===== src/rtl/fmrt_pkg.sv =====
// ---------------------------------------------------------------------------
// fmrt_pkg
// Shared types, constants and the control store of the flow meter totalizer.
// ---------------------------------------------------------------------------
package fmrt_pkg;

  // Field and register widths
  localparam int TIME_W     = 32;
  localparam int Q_W        = 10;
  localparam int SAMP_W     = 12;
  localparam int RATE_W     = 20;
  localparam int VOL_W      = 24;
  localparam int TOT_W      = 32;
  localparam int CFG_IDX_W  = 2;
  localparam int CFG_DATA_W = 12;

  // Defaults for the top-level parameters
  localparam int METER_COUNT_DEF = 2;
  localparam int PULSE_BITS_DEF  = 16;

  // Register indexes of the configuration port
  localparam logic [CFG_IDX_W-1:0] REG_QFACTOR_FIRST    = 2'd0;
  localparam logic [CFG_IDX_W-1:0] REG_QFACTOR_SECOND   = 2'd1;
  localparam logic [CFG_IDX_W-1:0] REG_SAMPLING_SECONDS = 2'd2;

  localparam logic [Q_W-1:0]    QFACTOR_RESET  = 10'd45;
  localparam logic [SAMP_W-1:0] SAMPLING_RESET = 12'd1;

  // Arithmetic constants
  localparam int                SCALE_W     = 20;
  localparam logic [SCALE_W-1:0] RATE_SCALE = 20'd1000000;
  localparam logic [RATE_W-1:0] RATE_MAX    = {RATE_W{1'b1}};
  localparam logic [VOL_W-1:0]  VOL_MAX     = {VOL_W{1'b1}};
  // floor(x/3) = (x * RECIP3) >> RECIP_SHIFT for any 32-bit x
  localparam logic [31:0]       RECIP3      = 32'hAAAA_AAAB;
  localparam int                RECIP_SHIFT = 33;

  // Micro-operations driven into the datapath
  typedef enum logic [3:0] {
    OP_NOP,
    OP_LATCH,
    OP_PULSE,
    OP_MUL,
    OP_SAT,
    OP_DIV,
    OP_VMUL,
    OP_VDIV,
    OP_TOTAL,
    OP_OUT
  } op_e;

  // Jump conditions
  typedef enum logic [2:0] {
    C_NEXT,
    C_ALWAYS,
    C_NOGO,
    C_NOTREAD,
    C_SKIPDIV,
    C_DIVMORE,
    C_OUTBUSY
  } cond_e;

  localparam int PC_W = 4;

  // Program steps
  localparam logic [PC_W-1:0] S_IDLE = 4'd0;
  localparam logic [PC_W-1:0] S_DISP = 4'd1;
  localparam logic [PC_W-1:0] S_MUL  = 4'd2;
  localparam logic [PC_W-1:0] S_SAT  = 4'd3;
  localparam logic [PC_W-1:0] S_DIV  = 4'd4;
  localparam logic [PC_W-1:0] S_VMUL = 4'd5;
  localparam logic [PC_W-1:0] S_VDIV = 4'd6;
  localparam logic [PC_W-1:0] S_TOT  = 4'd7;
  localparam logic [PC_W-1:0] S_OUT  = 4'd8;
  localparam logic [PC_W-1:0] S_RET  = 4'd9;

  typedef struct packed {
    op_e             op;
    cond_e           cond;
    logic [PC_W-1:0] target;
  } ctrl_t;

  typedef struct packed {
    logic go;        // input word taken this cycle
    logic is_read;   // latched word is a read of a valid meter
    logic skip_div;  // zero interval or saturated rate
    logic div_more;  // divider has steps left
    logic out_busy;  // output slot still occupied
  } stat_t;

  function automatic ctrl_t ucode(input logic [PC_W-1:0] pc);
    ctrl_t w;
    begin
      unique case (pc)
        S_IDLE:  w = '{op: OP_LATCH, cond: C_NOGO,    target: S_IDLE};
        S_DISP:  w = '{op: OP_PULSE, cond: C_NOTREAD, target: S_IDLE};
        S_MUL:   w = '{op: OP_MUL,   cond: C_NEXT,    target: S_IDLE};
        S_SAT:   w = '{op: OP_SAT,   cond: C_SKIPDIV, target: S_VMUL};
        S_DIV:   w = '{op: OP_DIV,   cond: C_DIVMORE, target: S_DIV};
        S_VMUL:  w = '{op: OP_VMUL,  cond: C_NEXT,    target: S_IDLE};
        S_VDIV:  w = '{op: OP_VDIV,  cond: C_NEXT,    target: S_IDLE};
        S_TOT:   w = '{op: OP_TOTAL, cond: C_NEXT,    target: S_IDLE};
        S_OUT:   w = '{op: OP_OUT,   cond: C_OUTBUSY, target: S_OUT};
        S_RET:   w = '{op: OP_NOP,   cond: C_ALWAYS,  target: S_IDLE};
        default: w = '{op: OP_NOP,   cond: C_ALWAYS,  target: S_IDLE};
      endcase
      return w;
    end
  endfunction

endpackage


===== src/rtl/flow_meter_rate_totalizer.sv =====
// ---------------------------------------------------------------------------
// flow_meter_rate_totalizer
// Two-channel pulse flow meter with flow rate and volume totalizer.
// ---------------------------------------------------------------------------
// Usage:
//   Input channel (in_valid_i / in_stall_o) carries one word per event:
//   mode_i = 0 counts a sensor pulse on meter_select_i, mode_i = 1 reads it.
//   A pulse word gives no result; it passes the accept and dispatch steps.
//   A read word passes accept, dispatch, multiply, range check, the divider
//   steps (one quotient bit a cycle in the shared restoring divider), volume
//   multiply, volume divide and total, loading of the output register and
//   return. Zero interval or a saturated rate skips the divider. The divider
//   sets the read rate.
//   Output channel (out_valid_o / out_stall_i) holds one result word in a
//   register; the sequencer may finish the next pulse words meanwhile and
//   waits at the output step if a new read result finds the slot full.
//   Configuration (cfg_we_i / cfg_index_i / cfg_wdata_i) writes qfactor
//   for meter 0 and meter 1 and the sampling seconds; write only when idle.
//   Reset clears counters, read timestamps and totals; qfactors come up at
//   45 and sampling seconds at 1. No clearing pass is needed.
// ---------------------------------------------------------------------------
module flow_meter_rate_totalizer #(
  parameter int METER_COUNT = fmrt_pkg::METER_COUNT_DEF,
  parameter int PULSE_BITS  = fmrt_pkg::PULSE_BITS_DEF
) (
  input  logic                                clk_i,
  input  logic                                rst_ni,
  // input words
  input  logic                                in_valid_i,
  output logic                                in_stall_o,
  input  logic                                mode_i,
  input  logic                                meter_select_i,
  input  logic [fmrt_pkg::TIME_W-1:0]         now_ms_i,
  // result words
  output logic                                out_valid_o,
  input  logic                                out_stall_i,
  output logic [fmrt_pkg::RATE_W-1:0]         flow_centi_lpm_o,
  output logic [fmrt_pkg::VOL_W-1:0]          interval_ml_o,
  output logic [fmrt_pkg::TOT_W-1:0]          total_ml_o,
  output logic                                zero_interval_o,
  output logic                                meter_id_o,
  // configuration writes
  input  logic                                cfg_we_i,
  input  logic [fmrt_pkg::CFG_IDX_W-1:0]      cfg_index_i,
  input  logic [fmrt_pkg::CFG_DATA_W-1:0]     cfg_wdata_i
);

  logic [fmrt_pkg::Q_W-1:0]    qf0_q, qf1_q;
  logic [fmrt_pkg::SAMP_W-1:0] samp_q;

  fmrt_pkg::ctrl_t ctrl;
  fmrt_pkg::stat_t stat;

  // Configuration registers; unknown indexes are dropped
  always_ff @(posedge clk_i or negedge rst_ni) begin
    if (!rst_ni) begin
      qf0_q  <= fmrt_pkg::QFACTOR_RESET;
      qf1_q  <= fmrt_pkg::QFACTOR_RESET;
      samp_q <= fmrt_pkg::SAMPLING_RESET;
    end else if (cfg_we_i) begin
      unique case (cfg_index_i)
        fmrt_pkg::REG_QFACTOR_FIRST:    qf0_q  <= cfg_wdata_i[fmrt_pkg::Q_W-1:0];
        fmrt_pkg::REG_QFACTOR_SECOND:   qf1_q  <= cfg_wdata_i[fmrt_pkg::Q_W-1:0];
        fmrt_pkg::REG_SAMPLING_SECONDS: samp_q <= cfg_wdata_i[fmrt_pkg::SAMP_W-1:0];
        default: begin
        end
      endcase
    end
  end

  // Microcode sequencer: one control word per step
  fmrt_seq u_seq (
    .clk_i  (clk_i),
    .rst_ni (rst_ni),
    .stat_i (stat),
    .ctrl_o (ctrl)
  );

  // Datapath: meter state, arithmetic, output register
  fmrt_dp #(
    .METER_COUNT (METER_COUNT),
    .PULSE_BITS  (PULSE_BITS)
  ) u_dp (
    .clk_i            (clk_i),
    .rst_ni           (rst_ni),
    .ctrl_i           (ctrl),
    .stat_o           (stat),
    .qf0_i            (qf0_q),
    .qf1_i            (qf1_q),
    .samp_i           (samp_q),
    .in_valid_i       (in_valid_i),
    .in_stall_o       (in_stall_o),
    .mode_i           (mode_i),
    .meter_select_i   (meter_select_i),
    .now_ms_i         (now_ms_i),
    .out_valid_o      (out_valid_o),
    .out_stall_i      (out_stall_i),
    .flow_centi_lpm_o (flow_centi_lpm_o),
    .interval_ml_o    (interval_ml_o),
    .total_ml_o       (total_ml_o),
    .zero_interval_o  (zero_interval_o),
    .meter_id_o       (meter_id_o)
  );

endmodule


===== src/rtl/fmrt_seq.sv =====
// ---------------------------------------------------------------------------
// fmrt_seq
// Step counter and control store; picks the next step from the jump field.
// ---------------------------------------------------------------------------
module fmrt_seq (
  input  logic                clk_i,
  input  logic                rst_ni,
  input  fmrt_pkg::stat_t     stat_i,
  output fmrt_pkg::ctrl_t     ctrl_o
);

  logic [fmrt_pkg::PC_W-1:0] pc_q, pc_d;
  fmrt_pkg::ctrl_t           ctrl;
  logic                      jump;

  assign ctrl   = fmrt_pkg::ucode(pc_q);
  assign ctrl_o = ctrl;

  always_comb begin
    unique case (ctrl.cond)
      fmrt_pkg::C_NEXT:    jump = 1'b0;
      fmrt_pkg::C_ALWAYS:  jump = 1'b1;
      fmrt_pkg::C_NOGO:    jump = !stat_i.go;
      fmrt_pkg::C_NOTREAD: jump = !stat_i.is_read;
      fmrt_pkg::C_SKIPDIV: jump = stat_i.skip_div;
      fmrt_pkg::C_DIVMORE: jump = stat_i.div_more;
      fmrt_pkg::C_OUTBUSY: jump = stat_i.out_busy;
      default:             jump = 1'b1;
    endcase
    pc_d = jump ? ctrl.target : pc_q + fmrt_pkg::PC_W'(1);
  end

  always_ff @(posedge clk_i or negedge rst_ni) begin
    if (!rst_ni) begin
      pc_q <= fmrt_pkg::S_IDLE;
    end else begin
      pc_q <= pc_d;
    end
  end

endmodule


===== src/rtl/fmrt_dp.sv =====
// ---------------------------------------------------------------------------
// fmrt_dp
// Meter state, multipliers, restoring divider and output register.
// ---------------------------------------------------------------------------
module fmrt_dp #(
  parameter int METER_COUNT = fmrt_pkg::METER_COUNT_DEF,
  parameter int PULSE_BITS  = fmrt_pkg::PULSE_BITS_DEF
) (
  input  logic                            clk_i,
  input  logic                            rst_ni,
  input  fmrt_pkg::ctrl_t                 ctrl_i,
  output fmrt_pkg::stat_t                 stat_o,
  input  logic [fmrt_pkg::Q_W-1:0]        qf0_i,
  input  logic [fmrt_pkg::Q_W-1:0]        qf1_i,
  input  logic [fmrt_pkg::SAMP_W-1:0]     samp_i,
  input  logic                            in_valid_i,
  output logic                            in_stall_o,
  input  logic                            mode_i,
  input  logic                            meter_select_i,
  input  logic [fmrt_pkg::TIME_W-1:0]     now_ms_i,
  output logic                            out_valid_o,
  input  logic                            out_stall_i,
  output logic [fmrt_pkg::RATE_W-1:0]     flow_centi_lpm_o,
  output logic [fmrt_pkg::VOL_W-1:0]      interval_ml_o,
  output logic [fmrt_pkg::TOT_W-1:0]      total_ml_o,
  output logic                            zero_interval_o,
  output logic                            meter_id_o
);

  localparam int IDX_W    = (METER_COUNT > 1) ? $clog2(METER_COUNT) : 1;
  localparam int NUM_W    = PULSE_BITS + fmrt_pkg::SCALE_W;
  localparam int DEN_W    = fmrt_pkg::TIME_W + fmrt_pkg::Q_W;
  localparam int CMP_W    = DEN_W + fmrt_pkg::RATE_W;
  localparam int DSH_W    = CMP_W - 1;
  localparam int CNT_W    = $clog2(fmrt_pkg::RATE_W);
  localparam int PROD_W   = fmrt_pkg::SAMP_W + fmrt_pkg::RATE_W;
  localparam int RPROD_W  = PROD_W - 1 + 32;
  localparam int VRAW_W   = RPROD_W - fmrt_pkg::RECIP_SHIFT;
  localparam logic [PULSE_BITS-1:0] PULSE_MAX = {PULSE_BITS{1'b1}};

  // per-meter state
  logic [PULSE_BITS-1:0]          pulse_q [METER_COUNT];
  logic [fmrt_pkg::TIME_W-1:0]    prev_q  [METER_COUNT];
  logic [fmrt_pkg::TOT_W-1:0]     total_q [METER_COUNT];

  // latched word and working registers
  logic                           mode_q, meter_q;
  logic [fmrt_pkg::TIME_W-1:0]    now_q;
  logic [NUM_W-1:0]               num_q, rem_q;
  logic [DEN_W-1:0]               den_q;
  logic [DSH_W-1:0]               dsh_q;
  logic [CNT_W-1:0]               cnt_q;
  logic [fmrt_pkg::RATE_W-1:0]    quo_q;
  logic                           zero_q;
  logic [PROD_W-1:0]              vprod_q;
  logic [RPROD_W-1:0]             rprod_q;
  logic                           out_valid_q;

  logic                           go, sel_ok, out_busy, sat;
  logic [IDX_W-1:0]               idx;
  logic [fmrt_pkg::Q_W-1:0]       q_raw, q_eff;
  logic [fmrt_pkg::TIME_W-1:0]    elapsed;
  logic [VRAW_W-1:0]              vraw;
  logic [fmrt_pkg::VOL_W-1:0]     vol;
  logic                           take;

  assign in_stall_o = (ctrl_i.op != fmrt_pkg::OP_LATCH);
  assign go         = in_valid_i && !in_stall_o;
  assign sel_ok     = (32'(meter_q) < METER_COUNT);
  assign idx        = IDX_W'(meter_q);
  assign out_busy   = out_valid_q && out_stall_i;

  assign q_raw   = meter_q ? qf1_i : qf0_i;
  assign q_eff   = (q_raw == '0) ? fmrt_pkg::Q_W'(1) : q_raw;
  assign elapsed = now_q - prev_q[idx];

  // rate of 2^20 or more saturates; checked before the divider runs
  assign sat = CMP_W'(num_q) >= (CMP_W'(den_q) << fmrt_pkg::RATE_W);
  assign take = DSH_W'(rem_q) >= dsh_q;

  assign vraw = rprod_q[RPROD_W-1:fmrt_pkg::RECIP_SHIFT];
  assign vol  = (|vraw[VRAW_W-1:fmrt_pkg::VOL_W]) ? fmrt_pkg::VOL_MAX
                                                  : vraw[fmrt_pkg::VOL_W-1:0];

  assign stat_o.go       = go;
  assign stat_o.is_read  = sel_ok && mode_q;
  assign stat_o.skip_div = zero_q || sat;
  assign stat_o.div_more = (cnt_q != '0);
  assign stat_o.out_busy = out_busy;

  // meter state and output valid
  always_ff @(posedge clk_i or negedge rst_ni) begin
    if (!rst_ni) begin
      for (int i = 0; i < METER_COUNT; i++) begin
        pulse_q[i] <= '0;
        prev_q[i]  <= '0;
        total_q[i] <= '0;
      end
      out_valid_q <= 1'b0;
    end else begin
      if (ctrl_i.op == fmrt_pkg::OP_PULSE && sel_ok && !mode_q &&
          pulse_q[idx] != PULSE_MAX) begin
        pulse_q[idx] <= pulse_q[idx] + PULSE_BITS'(1);
      end
      if (ctrl_i.op == fmrt_pkg::OP_TOTAL) begin
        pulse_q[idx] <= '0;
        prev_q[idx]  <= now_q;
        // zero rate clears the total
        total_q[idx] <= (quo_q == '0) ? '0 : total_q[idx] + fmrt_pkg::TOT_W'(vol);
      end
      if (ctrl_i.op == fmrt_pkg::OP_OUT && !out_busy) begin
        out_valid_q <= 1'b1;
      end else if (!out_stall_i) begin
        out_valid_q <= 1'b0;
      end
    end
  end

  // working registers, no reset needed
  always_ff @(posedge clk_i) begin
    unique case (ctrl_i.op)
      fmrt_pkg::OP_LATCH: begin
        if (go) begin
          mode_q  <= mode_i;
          meter_q <= meter_select_i;
          now_q   <= now_ms_i;
        end
      end
      fmrt_pkg::OP_MUL: begin
        num_q  <= NUM_W'(pulse_q[idx]) * NUM_W'(fmrt_pkg::RATE_SCALE);
        den_q  <= DEN_W'(elapsed) * DEN_W'(q_eff);
        zero_q <= (elapsed == '0);
      end
      fmrt_pkg::OP_SAT: begin
        rem_q <= num_q;
        dsh_q <= DSH_W'(den_q) << (fmrt_pkg::RATE_W - 1);
        cnt_q <= CNT_W'(fmrt_pkg::RATE_W - 1);
        quo_q <= (!zero_q && sat) ? fmrt_pkg::RATE_MAX : '0;
      end
      fmrt_pkg::OP_DIV: begin
        if (take) begin
          rem_q <= rem_q - NUM_W'(dsh_q);
        end
        quo_q <= {quo_q[fmrt_pkg::RATE_W-2:0], take};
        dsh_q <= dsh_q >> 1;
        cnt_q <= cnt_q - CNT_W'(1);
      end
      fmrt_pkg::OP_VMUL: begin
        vprod_q <= PROD_W'(samp_i) * PROD_W'(quo_q);
      end
      fmrt_pkg::OP_VDIV: begin
        // volume / 6 as (volume / 2) / 3
        rprod_q <= RPROD_W'(vprod_q[PROD_W-1:1]) * RPROD_W'(fmrt_pkg::RECIP3);
      end
      fmrt_pkg::OP_OUT: begin
        if (!out_busy) begin
          flow_centi_lpm_o <= quo_q;
          interval_ml_o    <= (quo_q == '0) ? '0 : vol;
          total_ml_o       <= total_q[idx];
          zero_interval_o  <= zero_q;
          meter_id_o       <= meter_q;
        end
      end
      fmrt_pkg::OP_NOP, fmrt_pkg::OP_PULSE, fmrt_pkg::OP_TOTAL: begin
      end
      default: begin
      end
    endcase
  end

  assign out_valid_o = out_valid_q;

endmodule

===== config.mk =====
export PLATFORM = sky130hd
export DESIGN_NAME = flow_meter_rate_totalizer
export DESIGN_NICKNAME = d
export VERILOG_FILES = /design/src/rtl/fmrt_pkg.sv /design/src/rtl/flow_meter_rate_totalizer.sv /design/src/rtl/fmrt_seq.sv /design/src/rtl/fmrt_dp.sv
export SDC_FILE = /design/constraint.sdc
export NUM_CORES = 2
export LEC_CHECK = 0
export ABC_AREA = 1
export BUFFER_PORTS_ARGS = -buffer_cell sky130_fd_sc_hd__buf_4
export CAP_MARGIN = 40
export CORE_MARGIN = 8
export CORE_UTILIZATION = 25
export DETAILED_ROUTE_END_ITERATION = 8
export PLACE_DENSITY = 0.42
export SYNTH_ARGS = -nofsm -noshare
export SYNTH_HDL_FRONTEND = slang
export SYNTH_SLANG_ARGS = --single-unit

===== constraint.sdc =====
create_clock -name clk_i -period 8.7 [get_ports clk_i]
set_clock_uncertainty 0.2 [all_clocks]
set_input_delay 1.305 -clock clk_i [delete_from_list [all_inputs] [get_ports clk_i]]
set_output_delay 1.305 -clock clk_i [all_outputs]
set_load 0.05 [all_outputs]

# After elaboration in Yosys (flattened, before gate mapping)
# Memories as Yosys holds them, arrays and structs flattened.
# Index checks and enable logic that the tools add are counted.
totals:
  regBits: 599
  mem_bits_ro: 160
  inputBits: 53
  memories: 1
op_classes:
  add_sub_neg: 6
  mul: 4
  n_lt_le_gt_ge: 4
  eq_ne: 20
  muxes: 32
  bitwise_logic: 4
  n_reduce_logical: 27
mem_list:
  columns: ["name", "depth", "word_bits", "rd", "rd_ports_with_merged_regs", "write_ports", "line_no", "rtl"]
  rows:
  - ["(name not given)", 16, 10, 1, 0, 0, "fmrt_pkg.sv:94", "unique case (pc)"]
ops:
  columns: ["operator", "count"]
  rows:
  - ["$mux W32", 10]
  - ["$bwmux W64", 2]
  - ["$pmux W61 S2", 1]
  - ["$pmux W36 S2", 1]
  - ["$mux W16", 4]
  - ["$mul A31 B32 Y63 const B", 1]
  - ["$ge A36 B62 Y1", 1]
  - ["$ge A36 B61 Y1", 1]
  - ["$mul A32 B10 Y42", 1]
  - ["$pmux W20 S2", 1]
  - ["$mux W36", 1]
  - ["$sub A36 B36 Y36", 1]
  - ["$add A32 B24 Y32", 1]
  - ["$and A32 B32 Y32", 1]
  - ["$bwmux W32", 1]
  - ["$demux W32 S1", 1]
  - ["$logic_not A32 Y1", 1]
  - ["$mul A12 B20 Y32", 1]
  - ["$not A32 Y32", 1]
  - ["$sub A32 B32 Y32", 1]
  - ["$mul A16 B14 Y30 const B", 1]
  - ["$mux W24", 1]
  - ["$logic_not A20 Y1", 1]
  - ["$mux W10", 2]
  - ["other kinds (34)", 59]

# Logic depth before layout (Yosys ltp)
depth:
  word_depth: 9
  depth_mapped: 42
  depth_no_buf: 38

# Cells and area by module
# A second synthesis with hierarchy kept.
hier_totals:
  cells_unflattened: 7518
  area_unflattened_um2: 62919.1
by_module_without_submodules:
  columns: ["module", "instances", "cells_each", "area_each_um2", "seq_area_each_um2"]
  rows:
  - ["fmrt_dp", 1, 7297, 61013.5, 15079.5]
  - ["flow_meter_rate_totalizer", 1, 144, 1343.8, 812.0]
  - ["fmrt_seq", 1, 77, 561.8, 100.1]

# Worst setup path after synthesis
# OpenSTA, ideal clock, no wires.
synth_timing:
  path_type: "reg-to-reg"
  startpoint: "reg u_seq.pc_q[0] (netlist bit)"
  endpoint: "reg u_dp.rem_q[0], enable pin"
  t_arrival_ps: 6954
  path_slack_ps: 1095
  stages_incl_launch_ff: 10
  n_path_buf: 0
  period_less_slack_ps: 7605
  cell_sequence: "dfrtp_1 ha_1 ha_1 a21oi_1 inv_2 nor2_1 inv_1 nor2_1 inv_1 a31oi_1"
synth_between:
  elab_chain_cells: 4
  word_cells_on_any_way: 6
  classes_between: "eq/ne (3); reduce/logical (2); memory (1)"
synth_rtl:
  columns: ["element", "line_no", "rtl"]
  rows:
  - ["from (decl)", "fmrt_seq.sv:12", "logic [fmrt_pkg::PC_W-1:0] pc_q, pc_d;"]
  - ["from (signal assigned)", "fmrt_seq.sv:35", "pc_q <= fmrt_pkg::S_IDLE;"]
  - ["from (signal assigned)", "fmrt_seq.sv:37", "pc_q <= pc_d;"]
  - ["$mem_v2 Z16 W10 *", null, null]
  - ["$eq A4 B3 Y1", "fmrt_dp.sv:121", "unique case (ctrl_i.op)"]
  - ["$ne A2 B1 Y1 (no source line) / $reduce_bool A2 Y1 (equally long branches)", null, null]
  - ["$reduce_and A2 Y1 (no source line) *", null, null]
  - ["to (signal assigned)", "fmrt_dp.sv:135", "rem_q <= num_q;"]
  - ["to (signal assigned)", "fmrt_dp.sv:142", "rem_q <= rem_q - NUM_W'(dsh_q);"]
  - ["to (decl)", "fmrt_dp.sv:49", "logic [NUM_W-1:0] num_q, rem_q;"]
# Mark *: on every way between the ends. The rest lies on a longest branch, timed or not.
# A chain may end at the register's enable or synchronous reset.

# Worst setup path after layout
layout_timing:
  startpoint: "reg u_dp.meter_q, in the netlist u_dp.idx"
  endpoint: "reg u_dp.den_q[40], data pin"
layout_between:
  elab_chain_cells: 6
  word_cells_on_any_way: 9
  classes_between: "add/sub (1); mul (1); mux (5); bitwise (1); reduce/logical (1)"
layout_rtl:
  columns: ["element", "line_no", "rtl"]
  rows:
  - ["from (decl)", "fmrt_dp.sv:47", "logic mode_q, meter_q;"]
  - ["from (signal assigned)", "fmrt_dp.sv:125", "meter_q <= meter_select_i;"]
  - ["$not A1 Y2 (not written as such)", "fmrt_dp.sv:75", "assign elapsed = now_q - prev_q[idx];"]
  - ["$mux W32 (not written as such) (3 in series)", "fmrt_dp.sv:75", null]
  - ["$sub A32 B32 Y32", "fmrt_dp.sv:75", null]
  - ["$mul A32 B10 Y42 *", "fmrt_dp.sv:131", "den_q <= DEN_W'(elapsed) * DEN_W'(q_eff);"]
  - ["to (signal assigned)", "fmrt_dp.sv:131", null]
  - ["to (decl)", "fmrt_dp.sv:50", "logic [DEN_W-1:0] den_q;"]
# Mark *: on every way between the ends. The rest lies on a longest branch, timed or not. The select of a mux whose other input is x is not followed.

==> run_results.csv <==
group,metric,value,unit
clocking,cts_max_level,3,
clocking,cts_sinks,565,
timing,finalHoldViolCount,0,
final_layout,area_delta_synth_final,12.6,%
logic_synthesis,synth-seq-area-share,25.7,%
placement,hpwl,157,mm
logic_synthesis,synth_top_area_share,23.1,%
clocking,cts_setup_buffers,0,
die,die_area,265000,µm²
final_layout,ff_latch_area,16000,µm²
detailed_routing,wl_per_cell,17.4,µm
setup_path,cpMaxStageDelayCell,"edfxtp_1",
setup_path,r2r_start,"u_dp.idx",
placement,place_congestion,0.882,
timing,period_share,92.1,%
clocking,numCtsBuffers,73,
logic_synthesis,ys_warn_count,0,
clocking,hold_buffers,0,
die,die_x,514,µm
clocking,cts_tree,"yes",
setup_path,cpPeakStageDelay,580,ps
outcome,run_status,"completed",
setup_path,crit_arrival,8330,ps
global_route,grt-ovfl-total,0,
die,fp-row-count,183,
detailed_routing,ant_nets,0,
detailed_routing,vias,47500,
timing,slew_headroom,39.3,%
logic_synthesis,yosysTopAreaCell,"fa_1",
min_path,min_path_type,"reg2reg",
final_layout,multi_input_area,40100,µm²
timing,setup_viol_count_final,0,
flow_run,max-cap-violations,0,
setup_path,critPathKind,"reg2reg",
logic_synthesis,synth_edf_count,368,
setup_path,required,9020,ps
timing,worst_slew_pin_slew,909,ps
global_route,use_met1,19.2,%
die,initial_utilization,25.1,%
global_route,grt_use_met2,24.6,%
clocking,clk_root_buffer_cell,"clkbuf_16",
clocking,clk_pin_slew,60,ps
logic_synthesis,synthTopCellsByArea,"fa_1, edfxtp_1, ha_1",
min_path,min-delay-start,"u_dp.total_q[3]",
timing,final.setup.tns,0,ps
global_route,grt_max_degree,78,
detailed_routing,drt-vias-per-instance,4.40,
setup_path,r2r_slack,690,ps
logic_synthesis,ys.flop_type,"edfxtp_1",
clocking,cts_max_path_buffers,3,
detailed_routing,drt_iter0_markers,3032,
setup_path,critPathMaxFanout,26,
detailed_routing,remaining_drc_errors,0,
timing,fin_crit,8010,ps
logic_synthesis,syn_area,62100,µm²
final_layout,fillers,26800,
logic_synthesis,synth.most_common_cell,"nand2_1",
logic_synthesis,syn_nets,8702,
logic_synthesis,ys_ff_latch,565,
global_route,grt_pass1_vias,50500,
global_route,grt-busiest-layer,"met2",
setup_path,startpoint,"u_dp.idx",
clocking,clock_latency,710,ps
final_layout,num-nets-final,8819,
logic_synthesis,synth-async-reset-ratio,34.9,%
final_layout,drive_gt1_share,5.50,%
timing,max_freq,125,MHz
detailed_routing,drt-total-wl,188,mm
setup_path,endpoint_kind,"flop",
placement,io_buffers,132,
logic_synthesis,synthTopCellsByCount,"nand2_1, inv_1, fa_1, ha_1, nor2_1",
clocking,ctsResizeCount,0,
global_route,antenna_found_initial,8,
logic_synthesis,synth_cell_types,63,
timing,slew_violations,0,
die,dieHeight,514,µm
logic_synthesis,synth_cells,7273,
setup_path,cp_common_cell,"nand2_1",
global_route,use_met3,1.64,%
die,io_pins,133,
logic_synthesis,syn_area_per_cell,8.54,µm²
detailed_routing,drt_pass1_iterations,6,
global_route,grt_use_total,14.2,%
die,coreArea,248000,µm²
timing,grt_setup_unrepaired,"no",
global_route,grt_pass1_wl,299,mm
setup_path,critPathLaunchType,"flop",
-- layout make-up --
| cell class | instances | share of cell area [%] |
|---|---|---|
| Tap cell | 3330 | 5.96 |
| Multi-Input combinational cell | 5111 | 57.3 |
| Timing Repair Buffer | 201 | 2.54 |
| Antenna cell | 4 | 0.0143 |
| Sequential cell | 565 | 22.9 |
| Clock inverter | 49 | 0.877 |
| Inverter | 1438 | 7.73 |
| Clock buffer | 87 | 2.73 |
-- worst paths after layout --
path                            depth (start not counted)              end
worst max-delay path                                   28   u_dp.den_q[40]
max in group asynchronous                               2         qf0_q[1]
worst max register to register                         28   u_dp.den_q[40]
worst min-delay path                                    2  u_dp.total_q[3]
worst min register to register                          2  u_dp.total_q[3]
min in group asynchronous                               1  u_dp.prev_q[54]
-- metal layers --
metal / wire length (µm) / up-vias / share of wire, %
met2: 90600 / 758 / 48
met4: 4250 / 0 / 2.3
li1: - / 23200 / -
met1: 87000 / 23300 / 46
met5: 0 / - / 0
met3: 5710 / 201 / 3.0
-- critical path: cells and delay by family, from the launching register on --
kind | cells | cell delay (ps)
adders and majority gates | 7 | 3290
and+or+nand+nor | 12 | 1810
AOI/OAI and AO/OA | 2 | 750
buffers and inverters | 5 | 700
DFF | 1 | 580
muxes | 1 | 250
xor gates and xnor gates | 1 | 200
-- layout by cell type (no fill, tap or decap), types with 32 or more instances in the layout --
cell,netlist,routed
nand3_1,197,197
nor2_1,601,598
clkbuf_16,0,73
ha_1,660,660
nand4_1,49,49
nand2_1,1576,1576
edfxtp_1,368,368
xor2_1,90,90
inv_1,1425,1423
o21ai_1,32,38
xnor2_1,58,58
nor3_1,58,55
a21oi_1,352,351
buf_4,4,182
o21ai_0,406,400
or2_2,32,32
fa_1,716,716
dfrtp_1,188,188
a21o_1,33,33
-- sequential cells by signal (all words and copies together), names as in the netlist, 4 cells and up, named ones only --
signal,count
u_dp.pulse_q,7
u_dp.quo_q,20
u_dp.flow_centi_lpm_o,20
u_dp.den_q,42
u_dp.num_q,30
u_dp.cnt_q,5
u_dp.rem_q,36
u_dp.rprod_q,30
u_dp.total_q,64
u_dp.prev_q,64
u_seq.pc_q,4
u_dp.now_q,32
qf0_q,10
u_dp.total_ml_o,32
samp_q,12
qf1_q,10
u_dp.interval_ml_o,24
u_dp.vprod_q,31
u_dp.dsh_q,61
-- kinds of logic after synthesis --
group,synth area share (%)
and+or+nand+nor,16.8
muxes,0.536
DFF,25.7
xor gates and xnor gates,2.09
buffers and inverters,9.84
adders and majority gates,36.4
AOI/OAI and AO/OA,8.58
-- stage by stage --
step / util [%] / worst slack, ps / hold slack (ps) / cells / instance area, µm²
2_1_floorplan: - / 1100 / 228 / 7273 / 62100
3_3_place_gp: 27.1 / 606 / 259 / 10600 / 67000
3_5_place_dp: 27.2 / 663 / 258 / 10600 / 67400
4_1_cts: 28.2 / 601 / 275 / 10800 / 69900
5_1_grt: 28.2 / 42.4 / 293 / 10800 / 69900
6_report: 28.2 / 690 / 278 / 10800 / 69900
Power is not shown: default switching activity piles up to over one toggle a cycle in this logic, so the estimate is an artifact.
